===== src/lst_pkg.sv =====
package lst_pkg;

    // track status codes
    typedef logic [2:0] track_status_t;
    localparam track_status_t ST_STOP   = 3'd0;
    localparam track_status_t ST_LEFT   = 3'd1;
    localparam track_status_t ST_RIGHT  = 3'd2;
    localparam track_status_t ST_LOST   = 3'd3;
    localparam track_status_t ST_FOLLOW = 3'd4;

    // locked turn direction codes
    typedef logic [1:0] lock_dir_t;
    localparam lock_dir_t DIR_NONE  = 2'd0;
    localparam lock_dir_t DIR_LEFT  = 2'd1;
    localparam lock_dir_t DIR_RIGHT = 2'd2;

    // configuration register indexes
    typedef logic [1:0] cfg_index_t;
    localparam cfg_index_t CFG_LOCK_LENGTH      = 2'd0;
    localparam cfg_index_t CFG_CENTRE_POSITION  = 2'd1;
    localparam cfg_index_t CFG_WEIGHT_STEP      = 2'd2;
    localparam cfg_index_t CFG_CORNER_MIN_BLACK = 2'd3;

    localparam int CFG_DATA_W = 16;

    // configuration reset values
    localparam logic [15:0] LOCK_LENGTH_RST      = 16'd150;
    localparam logic [7:0]  CENTRE_POSITION_RST  = 8'd35;
    localparam logic [4:0]  WEIGHT_STEP_RST      = 5'd10;
    localparam logic [3:0]  CORNER_MIN_BLACK_RST = 4'd4;

    // quotient bits retired per divider cycle
    localparam int DIV_RADIX_BITS = 4;

    // controller states
    typedef enum logic [1:0] {
        S_IDLE,
        S_CLASSIFY,
        S_DIVIDE,
        S_OUTPUT
    } ctrl_state_t;

    // controller to datapath
    typedef struct packed {
        logic load_sample;
        logic classify;
        logic div_step;
        logic load_out;
    } ctrl_cmd_t;

    // datapath to controller
    typedef struct packed {
        logic follow;
        logic out_busy;
    } dp_status_t;

endpackage


===== src/lst_ctrl.sv =====
module lst_ctrl
    import lst_pkg::*;
#(
    parameter int ITER = 3
)
(
    input  logic       clk,
    input  logic       rst_n,
    input  logic       sample_valid,
    output logic       sample_ready,
    input  dp_status_t status,
    output ctrl_cmd_t  cmd
);

    localparam int ITER_W = $clog2(ITER + 1);

    ctrl_state_t       state_reg;
    ctrl_state_t       state_next;
    logic [ITER_W-1:0] iter_reg;
    logic [ITER_W-1:0] iter_next;

    // state and divider step counter
    always_ff @(posedge clk or negedge rst_n)
    begin
        if (!rst_n)
        begin
            state_reg <= S_IDLE;
            iter_reg  <= '0;
        end
        else
        begin
            state_reg <= state_next;
            iter_reg  <= iter_next;
        end
    end

    // next state
    always_comb
    begin
        state_next = state_reg;
        iter_next  = iter_reg;
        case (state_reg)
            S_IDLE:
            begin
                if (sample_valid)
                begin
                    state_next = S_CLASSIFY;
                end
            end
            S_CLASSIFY:
            begin
                iter_next = '0;
                if (status.follow)
                begin
                    state_next = S_DIVIDE;
                end
                else
                begin
                    state_next = S_OUTPUT;
                end
            end
            S_DIVIDE:
            begin
                iter_next = iter_reg + 1'b1;
                if (iter_reg == ITER_W'(ITER - 1))
                begin
                    state_next = S_OUTPUT;
                end
            end
            S_OUTPUT:
            begin
                if (!status.out_busy)
                begin
                    state_next = S_IDLE;
                end
            end
            default:
            begin
                state_next = S_IDLE;
            end
        endcase
    end

    // commands
    always_comb
    begin
        sample_ready     = 1'b0;
        cmd.load_sample  = 1'b0;
        cmd.classify     = 1'b0;
        cmd.div_step     = 1'b0;
        cmd.load_out     = 1'b0;
        case (state_reg)
            S_IDLE:
            begin
                sample_ready    = 1'b1;
                cmd.load_sample = sample_valid;
            end
            S_CLASSIFY:
            begin
                cmd.classify = 1'b1;
            end
            S_DIVIDE:
            begin
                cmd.div_step = 1'b1;
            end
            S_OUTPUT:
            begin
                cmd.load_out = !status.out_busy;
            end
            default:
            begin
                sample_ready = 1'b0;
            end
        endcase
    end

endmodule


===== src/lst_datapath.sv =====
module lst_datapath
    import lst_pkg::*;
#(
    parameter int CHANNELS = 8,
    parameter int ITER     = 3
)
(
    input  logic                  clk,
    input  logic                  rst_n,
    input  logic                  cfg_en,
    input  cfg_index_t            cfg_index,
    input  logic [CFG_DATA_W-1:0] cfg_data,
    input  logic [CHANNELS-1:0]   sensor_bits,
    input  ctrl_cmd_t             cmd,
    output dp_status_t            status,
    output logic                  result_valid,
    input  logic                  result_ready,
    output logic [7:0]            line_position,
    output track_status_t         track_status
);

    localparam int CNT_W   = $clog2(CHANNELS + 1);
    localparam int IDX_MAX = CHANNELS * (CHANNELS - 1) / 2;
    localparam int IDX_W   = $clog2(IDX_MAX + 1);
    localparam int PROD_W  = IDX_W + 5;
    localparam int NUM_W   = PROD_W + 1;
    localparam int DIV_W   = ITER * DIV_RADIX_BITS;

    // configuration registers
    logic [15:0] lock_length_reg;
    logic [7:0]  centre_position_reg;
    logic [4:0]  weight_step_reg;
    logic [3:0]  corner_min_black_reg;

    // lock state
    lock_dir_t   locked_dir_reg;
    lock_dir_t   locked_dir_next;
    logic [15:0] lock_rem_reg;
    logic [15:0] lock_rem_next;

    // item payload and working registers
    logic [CHANNELS-1:0] sample_reg;
    track_status_t       res_status_reg;
    track_status_t       res_status_next;
    logic [DIV_W-1:0]    div_reg;
    logic [DIV_W-1:0]    div_next;
    logic [CNT_W-1:0]    rem_reg;
    logic [CNT_W-1:0]    rem_next;
    logic [CNT_W-1:0]    divisor_reg;
    logic                out_valid_reg;
    logic [7:0]          out_pos_reg;
    track_status_t       out_status_reg;

    logic [CNT_W-1:0]    black_cnt;
    logic [IDX_W-1:0]    idx_sum;
    logic                lock_active;
    logic                all_black;
    logic                all_white;
    logic                enough_black;
    logic                top_black;
    logic                bottom_black;
    logic                follow;
    logic [PROD_W-1:0]   weighted_sum;
    logic [NUM_W-1:0]    dividend;
    logic [7:0]          quotient_sat;

    // configuration writes
    always_ff @(posedge clk or negedge rst_n)
    begin
        if (!rst_n)
        begin
            lock_length_reg      <= LOCK_LENGTH_RST;
            centre_position_reg  <= CENTRE_POSITION_RST;
            weight_step_reg      <= WEIGHT_STEP_RST;
            corner_min_black_reg <= CORNER_MIN_BLACK_RST;
        end
        else if (cfg_en)
        begin
            case (cfg_index)
                CFG_LOCK_LENGTH:      lock_length_reg      <= cfg_data[15:0];
                CFG_CENTRE_POSITION:  centre_position_reg  <= cfg_data[7:0];
                CFG_WEIGHT_STEP:      weight_step_reg      <= cfg_data[4:0];
                CFG_CORNER_MIN_BLACK: corner_min_black_reg <= cfg_data[3:0];
                default:              lock_length_reg      <= lock_length_reg;
            endcase
        end
    end

    // black channel count and index sum
    always_comb
    begin
        black_cnt = '0;
        idx_sum   = '0;
        for (int i = 0; i < CHANNELS; i++)
        begin
            if (!sample_reg[i])
            begin
                black_cnt = black_cnt + 1'b1;
                idx_sum   = idx_sum + IDX_W'(CHANNELS - 1 - i);
            end
        end
    end

    // sample classification
    assign lock_active  = (locked_dir_reg != DIR_NONE) && (lock_rem_reg != '0);
    assign all_black    = (sample_reg == '0);
    assign all_white    = &sample_reg;
    assign top_black    = ~|sample_reg[CHANNELS-1 -: 3];
    assign bottom_black = ~|sample_reg[2:0];
    assign enough_black = {4'b0, black_cnt} >= {{CNT_W{1'b0}}, corner_min_black_reg};

    always_comb
    begin
        locked_dir_next = locked_dir_reg;
        lock_rem_next   = lock_rem_reg;
        res_status_next = ST_FOLLOW;
        follow          = 1'b0;
        if (lock_active)
        begin
            lock_rem_next   = lock_rem_reg - 1'b1;
            res_status_next = {1'b0, locked_dir_reg};
            if (all_black)
            begin
                res_status_next = ST_STOP;
                locked_dir_next = DIR_NONE;
                lock_rem_next   = '0;
            end
        end
        else
        begin
            locked_dir_next = DIR_NONE;
            if (all_black)
            begin
                res_status_next = ST_STOP;
            end
            else if (all_white)
            begin
                res_status_next = ST_LOST;
            end
            else if (top_black && enough_black)
            begin
                res_status_next = ST_LEFT;
                locked_dir_next = DIR_LEFT;
                lock_rem_next   = lock_length_reg;
            end
            else if (bottom_black && enough_black)
            begin
                res_status_next = ST_RIGHT;
                locked_dir_next = DIR_RIGHT;
                lock_rem_next   = lock_length_reg;
            end
            else
            begin
                follow = 1'b1;
            end
        end
    end

    // rounded centroid numerator
    assign weighted_sum = PROD_W'(idx_sum) * PROD_W'(weight_step_reg);
    assign dividend     = NUM_W'(weighted_sum) + NUM_W'(black_cnt >> 1);

    // restoring divider, several quotient bits per cycle
    always_comb
    begin
        logic [DIV_W-1:0] d;
        logic [CNT_W-1:0] r;
        logic [CNT_W:0]   t;
        d = div_reg;
        r = rem_reg;
        t = '0;
        for (int k = 0; k < DIV_RADIX_BITS; k++)
        begin
            t = {r, d[DIV_W-1]};
            d = {d[DIV_W-2:0], 1'b0};
            if (t >= {1'b0, divisor_reg})
            begin
                t    = t - {1'b0, divisor_reg};
                d[0] = 1'b1;
            end
            r = t[CNT_W-1:0];
        end
        div_next = d;
        rem_next = r;
    end

    // saturate quotient to eight bits
    assign quotient_sat = (|div_reg[DIV_W-1:8]) ? 8'hFF : div_reg[7:0];

    // lock state update
    always_ff @(posedge clk or negedge rst_n)
    begin
        if (!rst_n)
        begin
            locked_dir_reg <= DIR_NONE;
            lock_rem_reg   <= '0;
        end
        else if (cmd.classify)
        begin
            locked_dir_reg <= locked_dir_next;
            lock_rem_reg   <= lock_rem_next;
        end
    end

    // item payload and divider registers
    always_ff @(posedge clk)
    begin
        if (cmd.load_sample)
        begin
            sample_reg <= sensor_bits;
        end
        if (cmd.classify)
        begin
            res_status_reg <= res_status_next;
            div_reg        <= DIV_W'(dividend);
            rem_reg        <= '0;
            divisor_reg    <= black_cnt;
        end
        else if (cmd.div_step)
        begin
            div_reg <= div_next;
            rem_reg <= rem_next;
        end
    end

    // output register
    always_ff @(posedge clk or negedge rst_n)
    begin
        if (!rst_n)
        begin
            out_valid_reg <= 1'b0;
        end
        else if (cmd.load_out)
        begin
            out_valid_reg <= 1'b1;
        end
        else if (result_ready)
        begin
            out_valid_reg <= 1'b0;
        end
    end

    always_ff @(posedge clk)
    begin
        if (cmd.load_out)
        begin
            out_status_reg <= res_status_reg;
            out_pos_reg    <= (res_status_reg == ST_FOLLOW) ? quotient_sat
                                                            : centre_position_reg;
        end
    end

    assign status.follow   = follow;
    assign status.out_busy = out_valid_reg && !result_ready;
    assign result_valid    = out_valid_reg;
    assign line_position   = out_pos_reg;
    assign track_status    = out_status_reg;

endmodule


===== src/line_sensor_tracker.sv =====
// channel    direction  signals
// ---------  ---------  ----------------------------------------------
// sample     in         sample_valid, sample_ready, sensor_bits
// result     out        result_valid, result_ready, line_position,
//                       track_status
// config     in         cfg_en, cfg_index, cfg_data (write only)
//
// an item passes through accept, classify and load output, with ITER divider steps after classify
// when the line is followed (ITER = 3 at 8 channels, 4 quotient bits a cycle); load output waits
// while the output register is busy, and the result is valid once the output register is loaded.
// reset clears the lock state and loads the register defaults.
// one item at a time; a result waiting in the output register does not
// block the next sample until the following result is ready to load.
module line_sensor_tracker
    import lst_pkg::*;
#(
    parameter int CHANNELS = 8
)
(
    input  logic                  clk,
    input  logic                  rst_n,
    input  logic                  cfg_en,
    input  cfg_index_t            cfg_index,
    input  logic [CFG_DATA_W-1:0] cfg_data,
    input  logic                  sample_valid,
    output logic                  sample_ready,
    input  logic [CHANNELS-1:0]   sensor_bits,
    output logic                  result_valid,
    input  logic                  result_ready,
    output logic [7:0]            line_position,
    output track_status_t         track_status
);

    localparam int IDX_MAX = CHANNELS * (CHANNELS - 1) / 2;
    localparam int IDX_W   = $clog2(IDX_MAX + 1);
    localparam int NUM_W   = IDX_W + 6;
    localparam int ITER    = (NUM_W + DIV_RADIX_BITS - 1) / DIV_RADIX_BITS;

    ctrl_cmd_t  cmd;
    dp_status_t status;

    // sequencing
    lst_ctrl #(
        .ITER(ITER)
    ) u_ctrl (
        .clk          (clk),
        .rst_n        (rst_n),
        .sample_valid (sample_valid),
        .sample_ready (sample_ready),
        .status       (status),
        .cmd          (cmd)
    );

    // classification, centroid divider and output register
    lst_datapath #(
        .CHANNELS (CHANNELS),
        .ITER     (ITER)
    ) u_datapath (
        .clk           (clk),
        .rst_n         (rst_n),
        .cfg_en        (cfg_en),
        .cfg_index     (cfg_index),
        .cfg_data      (cfg_data),
        .sensor_bits   (sensor_bits),
        .cmd           (cmd),
        .status        (status),
        .result_valid  (result_valid),
        .result_ready  (result_ready),
        .line_position (line_position),
        .track_status  (track_status)
    );

endmodule

===== config.mk =====
export PLATFORM = sky130hd
export DESIGN_NAME = line_sensor_tracker
export DESIGN_NICKNAME = d
export VERILOG_FILES = /design/src/lst_pkg.sv /design/src/lst_ctrl.sv /design/src/lst_datapath.sv /design/src/line_sensor_tracker.sv
export SDC_FILE = /design/constraint.sdc
export NUM_CORES = 1
export LEC_CHECK = 0
export ABC_CLOCK_PERIOD_IN_PS = 7500
export BUFFER_PORTS_ARGS = -buffer_cell sky130_fd_sc_hd__buf_2
export CORE_ASPECT_RATIO = 1.5
export CORE_MARGIN = 5
export CORE_UTILIZATION = 60
export CTS_BUF_LIST = sky130_fd_sc_hd__clkbuf_4 sky130_fd_sc_hd__clkbuf_8
export CTS_CLUSTER_DIAMETER = 120
export DETAILED_ROUTE_END_ITERATION = 8
export GPL_ROUTABILITY_DRIVEN = 1
export HOLD_SLACK_MARGIN = 0.05
export PLACE_DENSITY_LB_ADDON = 0.08
export SETUP_SLACK_MARGIN = 0.1
export SLEW_MARGIN = 0
export SYNTH_ARGS = -nofsm -noshare
export SYNTH_HDL_FRONTEND = slang
export SYNTH_HIERARCHICAL = 1
export SYNTH_SLANG_ARGS = --single-unit

===== constraint.sdc =====
create_clock -name clk -period 7.5 [get_ports clk]
set_clock_uncertainty 0.15 [all_clocks]
set_input_delay 0 -clock clk [delete_from_list [all_inputs] [get_ports clk]]
set_output_delay 0 -clock clk [all_outputs]
set_load 0.005 [all_outputs]

After elaboration in Yosys (flattened, before gate mapping) --
Cells that the tools add are included.
Cells by class: order comparisons 5, mux-type cells 63, $add $sub $neg 20, equality and inequality tests 14, multiply operators 1, reduce and logical (&&, ||, !) cells 28
Operator list (number):
- two-way mux 16 bit | 6
- two-way mux 4 bit | 11
- two-way mux 5 bit | 6
- adder 4 x 1 -> 4 bit (second input constant) | 6
- two-way mux 11 bit | 2
- greater-or-equal comparator 5 x 4 -> 1 bit | 4
- two-way mux 2 bit | 10
- two-way mux 1 bit | 18
- two-way mux 3 bit | 6
- two-way mux 8 bit | 2
- nonzero test 16 bit | 1
- subtractor 16 x 1 -> 16 bit (second input constant) | 1
- subtractor 4 bit | 4
- adder 10 x 3 -> 11 bit | 1
- adder 5 x 2 -> 5 bit (second input constant) | 2
- adder 5 x 3 -> 5 bit (second input constant) | 2
- equality test 2 bit (second input constant) | 5
- multiplier 5 x 5 -> 10 bit | 1
- AND reduction 2 bit | 5
- logical NOT 8 bit | 1
- one-hot mux 2 bit (4 select lines) | 1
- AND reduction 8 bit | 1
- nonzero test 2 bit | 4
- != test 2 x 1 -> 1 bit (second input constant) | 3
- other kinds (17) | 28
Storage, ports and cells: output and inout port bits 13, register bits 98

Longest topological paths before layout --
depth in word-level cells 24, mapped depth 34, mapped depth without buffers 34

Modules after synthesis --
The synthesis kept the hierarchy.
By module, submodules not included:
- lst_datapath | instances 1, seq. area each 2524.9 um2, area each 6700.2 um2, cells an instance 643
- lst_ctrl | instances 1, seq. area each 100.1 um2, area each 294.0 um2, cells an instance 28

Worst setup path after synthesis --
No wires, ideal clock.
path type register to register, from register u_datapath.sample_reg[0], to register u_datapath.div_reg[9] (data pin), arrival time 6028 ps, cell stages (with the launch flop) 33, setup slack 1062 ps, buffers on the path 0, cell sequence edfxtp_1 inv_1 ha_1 xnor2_1 ha_1 mux2i_1 inv_1 ha_1 nor2_1 a21oi_1 ha_1 mux2i_1 inv_1 ha_1 nor2_1 a21oi_1 nand3b_1 xor2_1 fa_1 inv_1 ha_1 inv_1 fa_1 inv_1 ha_1 a21o_1 a21oi_1 o21bai_1 a21oi_1 o21bai_1 a21oi_1 xnor2_1 mux2_2
On the way: word-level cells in the longest chain between the ends 17, elaborated cells on any way between the ends 31, those cells by class add/sub (14); mul (1); mux (16)
RTL lines:
- from (decl) | line lst_datapath.sv:42 | logic [CHANNELS-1:0] sample_reg;
- from (signal assigned) | line lst_datapath.sv:210 | sample_reg <= sensor_bits;
- parallel branches: the longest is 15 deep, another holds adder 5 x 3 -> 5 bit
- adder 10 x 3 -> 11 bit * | line lst_datapath.sv:161 | assign dividend = NUM_W'(weighted_sum) + NUM_W'(black_cnt >> 1);
- two-way mux 11 bit * | line lst_datapath.sv:212 | if (cmd.classify)
- to (signal assigned) | line lst_datapath.sv:215 | div_reg <= DIV_W'(dividend);
- to (signal assigned) | line lst_datapath.sv:221 | div_reg <= div_next;
- to (decl) | line lst_datapath.sv:45 | logic [DIV_W-1:0] div_reg;
Mark *: on every way between the ends. A chain may end at the register's enable or synchronous reset.

Worst setup path after layout --
from register u_datapath.divisor_reg[1], to register u_datapath.rem_reg[2]
On the way: word-level cells in the longest chain between the ends 8, elaborated cells on any way between the ends 12, those cells by class add/sub (4); order compare (4); mux (4)
RTL lines:
- from (decl) | line lst_datapath.sv:49 | logic [CNT_W-1:0] divisor_reg;
- from (signal assigned) | line lst_datapath.sv:217 | divisor_reg <= black_cnt;
- subtractor 4 bit / greater-or-equal comparator 5 x 4 -> 1 bit (equally long branches) | line lst_datapath.sv:178, lst_datapath.sv:176
- two-way mux 4 bit | line lst_datapath.sv:176 | if (t >= {1'b0, divisor_reg})
- subtractor 4 bit / greater-or-equal comparator 5 x 4 -> 1 bit (equally long branches) | line lst_datapath.sv:178, lst_datapath.sv:176
- two-way mux 4 bit | line lst_datapath.sv:176
- greater-or-equal comparator 5 x 4 -> 1 bit / subtractor 4 bit (equally long branches) | line lst_datapath.sv:176, lst_datapath.sv:178
- two-way mux 4 bit | line lst_datapath.sv:176
- subtractor 4 bit / greater-or-equal comparator 5 x 4 -> 1 bit (equally long branches) | line lst_datapath.sv:178, lst_datapath.sv:176
- two-way mux 4 bit * | line lst_datapath.sv:176
- to (signal assigned) | line lst_datapath.sv:222 | rem_reg <= rem_next;
- to (decl) | line lst_datapath.sv:47 | logic [CNT_W-1:0] rem_reg;
Mark *: on every way between the ends. The rest lies on a longest branch, timed or not.

==> summary.txt <==
Clock tree
  • Clk root buf: clkbuf_8
  • H-Tree Depth: 3
  • TritonCTS clock tree: yes
  • CTS Buf Count: 9
  • Bufs on Longest Clock Path: 2
  • Clock Sinks: 98
  • Reg clk slew, reported paths: roughly 110 ps
  • Worst-Skew Late Latency: 370 ps

Floorplanning
  • Chip width: 98.2 um
  • Die Ht: 142 um
  • CORE AREA: 11500 sq um
  • # rows: 48
  • Die area: 14000 sq um
  • Initial core utilization: 0.610
  • IO Pins: 44

Yosys
  • Distinct cells, synth: between 70 and 80
  • Post-synth net total: 780
  • Syn_area_per_cell: between 10 and 15 sq um
  • Syn Inst Count: 671
  • Count leader, synth: inv_1
  • Sequential area share after synthesis: 0.375
  • Synth area leaders: dfrtp_1, edfxtp_1, ha_1
  • Post-synth EDFFs: 37
  • Yosys warning count: 6
  • Most used DFF post-synth: dfrtp_1
  • Post-Syn Area: between 6000 and 7000 sq um
  • Synth Register Bits: 98
  • Yosys top cell by area: dfrtp_1
  • Async SR Flop Fraction: 0.571
  • Commonest cells post-synth: inv_1, ha_1, dfrtp_1, mux2_2, nor2_1
  • Yosys top cell area share: 0.165

Global route
  • Vias in the first global route: approximately 5400
  • Largest net degree at the start of global routing: 57
  • Initial antenna violation count: 0
  • First-pass GRT wire length: 25.9 mm
  • Final global-route overflow total: 0
  • GRT Overall Usage: 0.230

Critical path
  • Max incr delay on CP: 540 ps
  • CP arrival: 7110 ps
  • CP Max Fanout: 8
  • Cell repeated most along the worst path: ha_1
  • Family with the most delay on the worst path: compound AO/OA/AOI/OAI gates
  • Req. time, crit path: 7670 ps
  • CP endpoint kind: flop
  • Crit Path Category: flop to flop
  • CP max stage cell: or4b_1
  • Crit path launch type: flop
  • Bufs and invs on worst path: 4

Final layout
  • Nets: 856
  • Antenna cell count: 0
  • Share of cells above drive strength 1: 0.214
  • Post-route cell area: 7930 sq um
  • Fill cell count: around 900
  • Area Growth Syn to Fin: 13.4%

Timing
  • RSZ-0062 raised after global routing: false
  • Period minus WS final: just under 7000 ps
  • Slew Viols, Final: 0
  • Setup_tns: 0 ps
  • Fin crit share: 0.925
  • Max_slew headroom: 0.216
  • Maximum clock frequency: 144 MHz
  • Slew @ Worst Pin: roughly 1200 ps
  • Final Hold Vio Count: 0
  • Final setup fails: 0

Route
  • Initial DRC Count: between 200 and 250
  • Remaining DRCs: 0
  • Vias per cell: 5.84
  • Antenna Violating Nets Remaining: 0
  • Via count: approximately 5300
  • Drt total wl: 15.4 mm
  • Detailed Routing Iterations Pass 1: 4
  • DR WL/cell: around 17 um

Placed design
  • Buffers on Ports: 43
  • DP HPWL: 12.0 mm
  • Area post-placement: 7390 sq um
  • GP Congestion: 0.922

Flow run
  • Max-cap violations: 0

Run status
  • Status: finished, final reports clean

Min path
  • Hold crit path type: input pin to asynchronous set/reset pin
-- path summary, 6_finish.rpt --
kind	start	to	slack [ps]	cells after the start
setup / recovery	u_datapath/divisor_reg[1]	u_datapath/rem_reg[2]	560	27
hold / removal	rst_n	u_datapath/lock_length_reg[10]	150	3
setup reg to reg	u_datapath/divisor_reg[1]	u_datapath/rem_reg[2]	560	27
hold reg to reg	u_datapath/res_status_reg[0]	u_datapath/track_status[0]	350	0
max in group asynchronous	rst_n	u_ctrl/state_reg[0]	6580	3
min in group clk	sensor_bits[0]	u_datapath/sample_reg[0]	190	2
-- worst register-to-register path, cell delays in order, from the launching register on --
cell,delay [ps]
edfxtp_1,490
inv_1,100
ha_1,240
nor4_2,340
o21ai_2,150
and2_4,180
o21ai_0,460
inv_1,90
ha_1,300
a211oi_1,240
o21bai_1,160
a31oi_4,170
buf_4,180
mux2i_1,260
ha_1,310
o21a_1,190
a21oi_1,200
o21ai_0,150
mux2i_2,210
buf_4,190
mux2i_1,340
ha_1,340
a21o_1,170
a21o_1,220
a2111oi_4,220
mux2i_2,220
or4b_1,540
nand2_1,60
-- per-layer routing --
| layer | routed length [um] | part of all wire | vias to the layer above | GRT usage |
|---|---|---|---|---|
| met3 | 438 | 0.028 | 34 | 0.0348 |
| met5 | 0 | 0 | - | 0 |
| li1 | - | - | 2538 | - |
| met4 | 606 | 0.039 | 0 | 0.0993 |
| met2 | 8430 | 0.55 | 115 | 0.432 |
| met1 | 5930 | 0.38 | 2578 | 0.255 |
-- cells in the final DEF, fill, tap and decap left out, types with 30 or more instances in the layout --
cell           count
nor2_1            40
buf_2             43
inv_1             64
dfrtp_1           46
ha_1              62
a21oi_1           33
edfxtp_1          37
o21ai_0           37
mux2_2            46
dlygate4sd3_1     30
-- stage by stage --
stage          hold WS (ps)  utilization  std cells  setup slack, ps
2_1_floorplan          -446            -        671             1060
5_1_grt                 173        0.691        902              120
3_3_place_gp           27.4        0.645        854              757
3_5_place_dp           28.5        0.645        854              446
6_report                145        0.691        902              562
4_1_cts                 150        0.688        900              428
-- timing repair --
| action | 4_1_cts | 5_1_grt |
|---|---|---|
| gates resized for setup | 0 | 4 |
| setup endpoints to repair | 0 | 4 |
| hold buffers | 30 | 0 |
| setup buffers | 0 | 2 |
| hold endpoints to repair | 108 | 0 |
-- layout make-up --
cell class,instances,area (sq um),area share
clock inverter,7,78.8,0.00994
sequential,98,2630,0.331
inverter,64,240,0.0303
timing repair buffer,85,606,0.0764
clock buffer,9,124,0.0156
tap,150,188,0.0237
multi-input combinational,489,4070,0.513
-- kinds of logic (layout without fill, tap and decap cells) --
logic type	after synthesis	count (layout)	share of synthesized area
flops	98	98	0.375
buf+inv	84	165	0.0472
simple gates	176	176	0.138
compound gates	134	134	0.132
fa+ha+maj	78	78	0.157
mux	61	61	0.0987
xor+xnor	40	40	0.0521
Power is not shown: default switching activity piles up to over one toggle a cycle in this logic, so the estimate is an artifact.
